===== src/msb_first_bit_field_packer_top_defines.svh =====
// assertion macros for the bit field packer
// used by msb_first_bit_field_packer_top, expects clk and rst_n in scope
`ifndef MSB_FIRST_BIT_FIELD_PACKER_TOP_DEFINES_SVH
`define MSB_FIRST_BIT_FIELD_PACKER_TOP_DEFINES_SVH

`ifndef SYNTH
`define BFP_ASSERT(lbl, expr) \
  lbl: assert property (@(posedge clk) disable iff (!rst_n) (expr)) \
    else $error("bfp assertion failed");
`define BFP_ASSERT_NEXT(lbl, ante, cons) \
  lbl: assert property (@(posedge clk) disable iff (!rst_n) (ante) |=> (cons)) \
    else $error("bfp assertion failed");
`else
`define BFP_ASSERT(lbl, expr)
`define BFP_ASSERT_NEXT(lbl, ante, cons)
`endif

`endif


===== src/bfp_pkg.sv =====
// shared types, constants and the width mask function of the bit field packer
// no dependencies
package bfp_pkg;

  localparam int ACT_W = 2;
  localparam int WID_W = 6;
  localparam int VAL_W = 32;
  localparam int POS_W = 14;

  localparam logic [ACT_W-1:0] ACT_WRITE = 2'd0;
  localparam logic [ACT_W-1:0] ACT_READ  = 2'd1;
  localparam logic [ACT_W-1:0] ACT_SEEK  = 2'd2;

  localparam logic [WID_W-1:0] MAX_WIDTH = 6'd32;
  localparam logic [7:0]       BYTE_ONES = 8'hFF;

  typedef struct packed {
    logic load;
    logic wr_step;
    logic rd_step;
  } bfp_ctl_t;

  function automatic logic [VAL_W-1:0] width_mask(input logic [WID_W-1:0] w);
    logic [VAL_W-1:0] m;
    if (w >= MAX_WIDTH) begin
      m = {VAL_W{1'b1}};
    end else begin
      m = (VAL_W'(1) << w) - VAL_W'(1);
    end
    return m;
  endfunction

endpackage


===== src/bfp_digit.sv =====
// byte-serial shift unit: aligns write data and gathers read data one byte per beat
// depends on bfp_pkg
module bfp_digit (
  input  logic                      clk,
  input  bfp_pkg::bfp_ctl_t         ctl,
  input  logic [bfp_pkg::VAL_W-1:0] value,
  input  logic [bfp_pkg::WID_W-1:0] width,
  input  logic [2:0]                pad,
  input  logic [7:0]                rdata,
  output logic [7:0]                wr_byte,
  output logic [bfp_pkg::VAL_W-1:0] result
);
  import bfp_pkg::*;

  logic [VAL_W+7:0] sr_r;
  logic [VAL_W+7:0] acc_r;
  logic [2:0]       pad_r;
  logic [WID_W-1:0] w_r;
  logic [VAL_W+7:0] acc_sh;

  always_ff @(posedge clk) begin
    if (ctl.load) begin
      sr_r  <= {8'b0, value & width_mask(width)} << pad;
      acc_r <= '0;
      pad_r <= pad;
      w_r   <= width;
    end else begin
      if (ctl.wr_step) begin
        sr_r <= sr_r >> 8;
      end
      if (ctl.rd_step) begin
        acc_r <= {acc_r[VAL_W-1:0], rdata};
      end
    end
  end

  assign acc_sh  = acc_r >> pad_r;
  assign wr_byte = (rdata | sr_r[7:0]) & BYTE_ONES;
  assign result  = acc_sh[VAL_W-1:0] & width_mask(w_r);

endmodule


===== config.mk =====
export PLATFORM = sky130hd
export DESIGN_NAME = bfp_digit
export DESIGN_NICKNAME = d
export VERILOG_FILES = /design/src/msb_first_bit_field_packer_top_defines.svh /design/src/bfp_pkg.sv /design/src/bfp_digit.sv
export SDC_FILE = /design/constraint.sdc
export NUM_CORES = 1
export LEC_CHECK = 0
export BUFFER_PORTS_ARGS = -buffer_cell sky130_fd_sc_hd__clkbuf_2
export CAP_MARGIN = 15
export CORE_ASPECT_RATIO = 0.9
export CORE_MARGIN = 10
export CORE_UTILIZATION = 55
export CTS_CLUSTER_SIZE = 20
export DETAILED_ROUTE_END_ITERATION = 6
export GPL_ROUTABILITY_DRIVEN = 0
export HOLD_SLACK_MARGIN = 0.06
export PLACE_DENSITY_LB_ADDON = 0.1
export SETUP_SLACK_MARGIN = 0.2
export SLEW_MARGIN = 15
export SYNTH_ARGS = -nofsm -noshare
export SYNTH_HDL_FRONTEND = slang
export SYNTH_SLANG_ARGS = --single-unit

===== constraint.sdc =====
create_clock -name clk -period 3.8 [get_ports clk]
set_clock_uncertainty 0.1 [all_clocks]
set_input_delay 0.76 -clock clk [delete_from_list [all_inputs] [get_ports clk]]
set_output_delay 0.76 -clock clk [all_outputs]
set_load 0.1 [all_outputs]

---- After elaboration in Yosys (flattened, before gate mapping) ----
Cells that the tools add are included.
storage, ports and cells
  register bits after elaboration ......... 89
  input bits .............................. 53
  output and inout port bits .............. 40
operators by class
  add/subtract/negate cells ............... 2
  $lt $le $gt $ge ......................... 2
  shift operators ......................... 4
  mux-type cells .......................... 5
  bitwise operators ....................... 3
  reduce and logical (&&, ||, !) cells .... 1
operators with widths
  operator                 count
  $mux W32                 3
  $mux W40                 2
  $and A32 B32 Y32         2
  $shl A1 B6 Y32 const A   2
  $sub A32 B2 Y32 const B  2
  $shl A32 B3 Y40          1
  $shr A40 B3 Y32          1
  $ge A6 B6 Y1 const B     2
  $or A8 B8 Y8             1
  $reduce_bool A2 Y1       1

---- Depth between registers and ports, before layout ----
Gate-level depths: netlist of the first run.
  depth after elaboration ................. 7
  mapped depth ............................ 13
  gate-level depth less buffers ........... 9

---- Least setup slack after synthesis of the first run ----
OpenSTA, ideal clock, no wires.
  kind .................................... reg2out
  start ................................... register w_r[1]
  end ..................................... output port result[12] (netlist name)
  data arrival time ....................... 6.601 ns
  setup slack ............................. -3.661 ns
  stages on the path, launching flop included .. 12
  cell sequence ........................... edfxtp_1 clkbuf_1 or2_2 clkbuf_1 nor2_1 nand2_1 ha_1 o21ai_2 nor2_1 nand2_1 nor2_1 a2111oi_0
on the way
  cells in the longest elaborated chain, start to end .. 4
  elaborated cells between the ends (all ways) .. 5
ends and longest elaborated chain
  what                      RTL line         RTL
  start: declaration        bfp_digit.sv:18  logic [WID_W-1:0] w_r;
  start signal: assignment  bfp_digit.sv:26  w_r <= width;
  $shl A1 B6 Y32            bfp_pkg.sv:28    m = (VAL_W'(1) << w) - VAL_W'(1);
  $sub A32 B2 Y32           bfp_pkg.sv:28
  $mux W32 *                bfp_pkg.sv:25    if (w >= MAX_WIDTH) begin
  $and A32 B32 Y32 *        bfp_digit.sv:39  assign result = acc_sh[VAL_W-1:0] & width_mask(w_r);
  end: declaration          bfp_digit.sv:11  output logic [bfp_pkg::VAL_W-1:0] result
Mark *: on every way between the ends. The rest lies on a longest branch, timed or not.

---- Worst setup path in the final report of the first run ----
  start ................................... register w_r[1]
  end ..................................... output port result[22] (netlist name)
Same word-level chain as after synthesis.

==> results of run 1 <==
## worst max-delay path by stage
stage	from	endpoint	slack (ns)	cells past startpoint
3_3_place_gp	width[2]	sr_r[13]	0.28	10
3_5_place_dp	width[2]	sr_r[9]	0.04	10
2_1_floorplan	pad_r[0]	result[5]	-0.53	7
6_report	w_r[1]	result[22]	0.29	9
4_1_cts	w_r[1]	result[22]	0.21	9
5_1_grt	w_r[1]	result[22]	0.18	9
## metrics by stage
step,total power [mW],setup slack (ns)
2_1_floorplan,2.062,-0.5324
3_3_place_gp,2.409,0.2757
3_5_place_dp,2.431,0.04279
4_1_cts,3.310,0.2056
5_1_grt,3.449,0.1773
6_report,3.317,0.2946
## power breakdown
group          total (mW)  internal [mW]  switching, mW  leakage, nW
combinational        1.33          0.438          0.894         2.60
clock               0.877          0.491          0.386        0.148
sequential           1.11           1.07         0.0336        0.820
total                3.32           2.00           1.31         3.57
## layer usage
metal | wire length (µm) | vias up
met4 | 1362 | 0
li1 | - | 3478
met1 | 8923 | 3542
met3 | 1357 | 92
met2 | 11900 | 352
met5 | 0 | -
## cell families (layout without fill, tap and decap cells)
logic type	after synthesis	in the layout
xor gates and xnor gates	5	5
buffers and inverters	114	167
AOI/OAI and AO/OA	268	268
DFF	87	87
adders and majority gates	3	3
and+or+nand+nor	327	327
muxes	103	103
## Yosys cell counts (all sizes together), types with 4 or more instances
| library cell | count |
|---|---|
| nand2 | 92 |
| nor4 | 9 |
| nor3b | 5 |
| buf | 37 |
| nor2 | 127 |
| mux4 | 5 |
| a22oi | 5 |
| nand3 | 21 |
| o2bb2ai | 4 |
| o211ai | 11 |
| o221ai | 20 |
| mux2i | 77 |
| xnor2 | 5 |
| and2 | 6 |
| nor3 | 11 |
| o31ai | 15 |
| o21ai | 56 |
| a31oi | 10 |
| a221oi | 13 |
| edfxtp | 48 |
| o311ai | 4 |
| nand2b | 5 |
| a211oi | 18 |
| dfxtp | 39 |
| nor2b | 7 |
| o2111ai | 5 |
| or2 | 15 |
| a21oi | 54 |
| mux2 | 21 |
| o21a | 12 |
| inv | 23 |
| a32oi | 4 |
| nand4 | 4 |
| or3 | 4 |
| nand3b | 4 |
| clkbuf | 52 |
## what timing repair did
item,4_1_cts,5_1_grt
gates resized for setup,7,5
setup buffers,0,4
setup endpoints to repair,10,6
pin swaps,0,2
gates cloned,0,0
## critical path, stage by stage, from the launching register on
cell	delay [ns]
edfxtp_1	0.43
or2_4	0.32
nor2_1	0.13
nand2_1	0.11
ha_4	0.23
a21boi_4	0.16
mux2_2	0.32
a221oi_4	0.32
nor3b_4	0.08
buf_12	0.17
## area by class of cell
type                       count  area [µm²]
multi-input combinational    706        4975
fill                        1109        4364
sequential                    87        2222
timing repair buffer         126        1100
clock buffer                  10       250.2
tap                          168       210.2
inverter                      25       93.84
clock inverter                 6       47.55
## state kept, by name, summed over array words and instances, names as in the netlist
register / count
acc_r: 39
sr_r: 39
w_r: 6
pad_r: 3
==> flow_summary_export.csv, run 1 <==
group,metric,value,unit
clock_network,numCtsBuffers,9,
setup_path,end_kind,"output port",
route,vias,7464,
logic_synthesis,synth_nets,963,
job,maxCapViolCount,0,
global_routing,antenna_found_initial,0,
global_routing,grt_pass1_vias,7169,
final_layout,nNetsFinal,1011,
sta,finalSetupViolations,0,
sta,rsz0062_at_grt,"yes",
place,place_area,0.008512,mm²
logic_synthesis,async_flop_share,0,%
floorplan,start_util,55.75,%
place,io_buffers,92,
sta,fin_crit_sh,92.25,%
logic_synthesis,postSynthCellCount,907,
sta,tightest_slew,0.9173,ns
setup_path,reg2reg_slack,2.68,ns
outcome,status,"finished, final reports clean",
logic_synthesis,yosysSeqAreaShare,30.05,%
logic_synthesis,synth_top_family_by_area,"compound AO/OA/AOI/OAI gates",
power_and_ir_drop,p_leak,3.568,nW
logic_synthesis,yosys.area_share.simple,21.12,%
clock_network,cts.sink_count,87,
min_path,whs_path_depth,2,
final_layout,stdcell_count,1128,
floorplan,io_pins,93,
global_routing,grt_pass1_wl,37.23,mm
sta,slew_headroom,38.85,%
final_layout,antenna-diode-count,0,
global_routing,grtUsageMet2,43.10,%
floorplan,rows,40,
sta,slew_viol_final,0,
min_path,hold_path_class,"register to register",
logic_synthesis,synth_warnings,0,
logic_synthesis,synth_area,0.007395,mm²
global_routing,grt_use_total,24.67,%
global_routing,top_usage_layer,"met2",
logic_synthesis,synth-edff-count,48,
final_layout,fin_area,0.008899,mm²
logic_synthesis,avgSynthCellArea,8.153,µm²
floorplan,die_x,142.2,µm
sta,finalSetupTns,0,ns
global_routing,met1_usage,27.56,%
route,totalWireLength,23.54,mm
clock_network,hold_buffers,0,
logic_synthesis,synth_mux_area_share,15.19,%
sta,period_needed,3.505,ns
power_and_ir_drop,powerDensity,372.8,mW/mm²
clock_network,clockBufferDepth,2,
route,dr.first_iter.drc_count,824,
logic_synthesis,synth-seq-cells,87,
final_layout,final_util,67.09,%
final_layout,syn2layout_area_growth,20.34,%
min_path,min_to,"acc_r[38]",
sta,timing.hold.ws,0.4098,ns
setup_path,cp_max_fo,14,
clock_network,cts-htree-levels,3,
setup_path,cp.arrival,2.65,ns
logic_synthesis,synth_top_area_share,19.49,%
route,wl_per_cell,20.87,µm
logic_synthesis,synth_ff_type,"edfxtp_1",
global_routing,grt_max_degree,59,
logic_synthesis,ys_types,91,
setup_path,r2r-end,"sr_r[9]",
sta,fmax,285.3,MHz
sta,hold_violations,0,
setup_path,reg2regPathDepth,1,
route,vias_per_cell,6.617,
clock_network,cts_tree,"done",
setup_path,start_kind,"register",
logic_synthesis,synth_compound_area_share,25.58,%
power_and_ir_drop,ir_drop,0.2988,mV
route,route.detailed.drc,0,
clock_network,clk_transition_reported_paths,0.07,ns
floorplan,core,0.01326,mm²
route,ant_nets,0,
floorplan,fp.dieH,130,µm
final_layout,drive_gt1_share,23.85,%
logic_synthesis,yosys.area.top_type,"edfxtp_1",
place,dp_hpwl,17.28,mm
global_routing,grt_util_met3,4.214,%
floorplan,die_area,0.01849,mm²
logic_synthesis,synth_xor_area_share,0.5922,%
final_layout,final_common_cell,"nor2_1",
logic_synthesis,synth.area.top_cells,"edfxtp_1, dfxtp_1, mux2i_1, nor2_1, nand2_1",
min_path,hold_start,"acc_r[38]",
logic_synthesis,yosys.area_share.adder,0.5076,%
setup_path,crit_type,"register to output port",
setup_path,rr_startpoint,"sr_r[17]",
global_routing,grt-ovfl-total,0,
clock_network,clock_latency,0.35,ns
final_layout,final_cell_mix,"nor2_1, nand2_1, mux2i_1",
clock_network,cts_root_buf,"clkbuf_16",
place,placed_cells,1108,
route,drt_first_pass_iters,5,
setup_path,cp.required,2.94,ns
No activity file was read; power rests on OpenSTA's default activity.
==> inputs of run 2 (changes only) <==
--- a/config.mk
+++ b/config.mk
@@ -11,3 +11,3 @@
 export CORE_MARGIN = 10
-export CORE_UTILIZATION = 55
+export CORE_UTILIZATION = 60
 export CTS_CLUSTER_SIZE = 20
==> constraint.sdc (replaced) <==
create_clock -name clk -period 3.8 [get_ports clk]
set_clock_uncertainty 0.1 [all_clocks]
set_input_delay 0.57 -clock clk [delete_from_list [all_inputs] [get_ports clk]]
set_output_delay 0.57 -clock clk [all_outputs]
set_load 0.1 [all_outputs]
==> run 2 against run 1 <==
  * Worst setup slack better by 0.023 ns
  * Power down 3.5%
  * Flip-flop and latch count unchanged
  * Hold slack worse by 0.029 ns
  * Non-clock buffer count down 5
  * Via count up 0.42%
  * Register-to-register slack better by 0.02 ns
  * Wire length down 2.0%
  * Sequential share of layout area up 0.76 points
  * Sequential power about the same
  * Final cell count down 1.2%
  * Design area down 3.0%
  * Largest cell class unchanged
  * Highest routed layer unchanged
==> flow_summary_export.csv, run 2 (same netlist as run 1, synthesis figures left out) <==
group,metric,value,unit
min_path,hold_path_class,"input pin to register",
route,vias_per_cell,6.722,
setup_path,reg2reg_slack,2.70,ns
final_layout,seq_area,0.002222,mm²
min_path,min_to,"acc_r[7]",
clock_network,hold_buffers,0,
global_routing,grt_pass1_wl,36.66,mm
place,dp_hpwl,16.79,mm
final_layout,final_common_cell,"nor2_1",
sta,fmax,287.2,MHz
final_layout,final_util,71.50,%
clock_network,clockBufferDepth,2,
setup_path,critical-path-top-delay-family,"compound AO/OA/AOI/OAI gates",
route,ant_nets,0,
sta,rsz0062_at_grt,"no",
power_and_ir_drop,powerDensity,370.6,mW/mm²
route,vias,7495,
setup_path,crit_path_cell_trace,"buf_4, nor4_1, nor2_1, a21boi_1, mux2_2, a221oi_2, nor3b_4, buf_12",
clock_network,clk_transition_reported_paths,0.07,ns
outcome,status,"finished, final reports clean",
power_and_ir_drop,p_comb_share,39.3,%
sta,slew_viol_final,0,
power_and_ir_drop,switchingPower,1.294,mW
final_layout,nFillCells,941,
final_layout,largest_registers,"acc_r: 39 flops, sr_r: 39 flops, w_r: 6 flops",
final_layout,nNetsFinal,1006,
min_path,hold_start,"rdata[7]",
clock_network,cts-htree-levels,3,
clock_network,cts.sink_count,87,
global_routing,grt-ovfl-total,0,
power_and_ir_drop,p_leak,3.466,nW
min_path,whs_path_depth,3,
sta,timing.hold.ws,0.3807,ns
floorplan,die_x,137.0,µm
final_layout,drive_gt1_share,23.35,%
setup_path,end_kind,"output port",
final_layout,multiInputGateArea,0.004938,mm²
job,maxCapViolCount,0,
sta,slew_headroom,37.74,%
sta,hold_violations,0,
floorplan,start_util,61.23,%
power_and_ir_drop,ir_drop,0.3398,mV
sta,finalSetupTns,0,ns
setup_path,cp_max_fo,19,
sta,tightest_slew,0.9340,ns
place,io_buffers,92,
floorplan,core,0.01208,mm²
power_and_ir_drop,sequentialPowerShare,34.7,%
setup_path,reg2regPathDepth,1,
setup_path,crit_type,"register to output port",
setup_path,cpPeakStageDelay,0.55,ns
setup_path,cp.required,3.13,ns
setup_path,cp.arrival,2.81,ns
setup_path,start_kind,"register",
clock_network,cts_tree,"done",
setup_path,crit_buf_inv,2,
route,totalWireLength,23.07,mm
sta,period_needed,3.482,ns
route,route.detailed.drc,0,
global_routing,grt_max_degree,58,
setup_path,rr_startpoint,"sr_r[19]",
clock_network,clock_latency,0.35,ns
setup_path,slowest_stage,"edfxtp_1",
final_layout,antenna-diode-count,0,
global_routing,antenna_found_initial,0,
power_and_ir_drop,p_clk_share,26.0,%
setup_path,r2r-end,"sr_r[11]",
power_and_ir_drop,p_sw_share,40.42,%
floorplan,die_area,0.01717,mm²
route,drt_first_pass_iters,6,
global_routing,grt_use_total,26.09,%
floorplan,rows,38,
floorplan,fp.dieH,125.3,µm
clock_network,cts_root_buf,"clkbuf_16",
route,dr.first_iter.drc_count,969,
route,wl_per_cell,20.69,µm
power_and_ir_drop,power.internal,1.907,mW
sta,finalSetupViolations,0,
final_layout,syn2layout_area_growth,16.77,%
global_routing,grt_pass1_vias,7026,
clock_network,numCtsBuffers,9,
final_layout,final_cell_mix,"nor2_1, nand2_1, mux2i_1",
sta,fin_crit_sh,91.64,%
floorplan,io_pins,93,
==> run 2: cell type report <==
type	count	share of cell area, %
Multi-Input combinational cell	706	57.19
Clock inverter	7	0.6521
Timing Repair Buffer	121	10.40
Clock buffer	9	2.608
Tap cell	160	2.319
Sequential cell	87	25.74
Inverter	25	1.087
==> run 2: power groups by stage <==
stage	Clock (mW)	Sequential [mW]	Combinational (mW)
floorplan	0	1.11	0.945
global placement	0	1.13	1.21
detailed placement	0	1.13	1.23
CTS	0.840	1.11	1.24
global route	0.883	1.12	1.33
finish	0.832	1.11	1.26
==> run 2: per-stage QoR <==
stage	cells	power, mW	cell area (µm²)	worst slack [ns]
floorplan	907	2.059	7645	-0.3424
global placement	1097	2.338	8305	0.3897
detailed placement	1097	2.361	8305	0.2834
CTS	1113	3.187	8601	0.1372
global route	1115	3.327	8635	0.2093
finish	1115	3.200	8635	0.3178
==> run 2: how the worst max path moves through the flow <==
stage,start,endpoint,slack [ns],depth (start not counted)
finish,w_r[2],result[22],0.32,8
global placement,width[1],sr_r[14],0.39,9
CTS,w_r[1],result[12],0.14,11
floorplan,pad_r[0],result[5],-0.34,7
detailed placement,width[1],sr_r[10],0.28,10
global route,w_r[1],result[12],0.21,11
==> run 2: what timing repair did <==
item                                    4_1_cts  5_1_grt
setup buffers                                 0        2
pin swaps                                     0        1
cloned                                        0        0
gates resized for setup                       2        8
endpoints found under the setup margin        2       11
==> run 2: metal layers <==
metal	track usage, %	up-vias	share of wire (%)
met5	0	-	0
met3	4.564	89	7.6
met4	13.01	0	4.6
met2	44.06	404	50
li1	-	3480	-
met1	31.01	3522	38
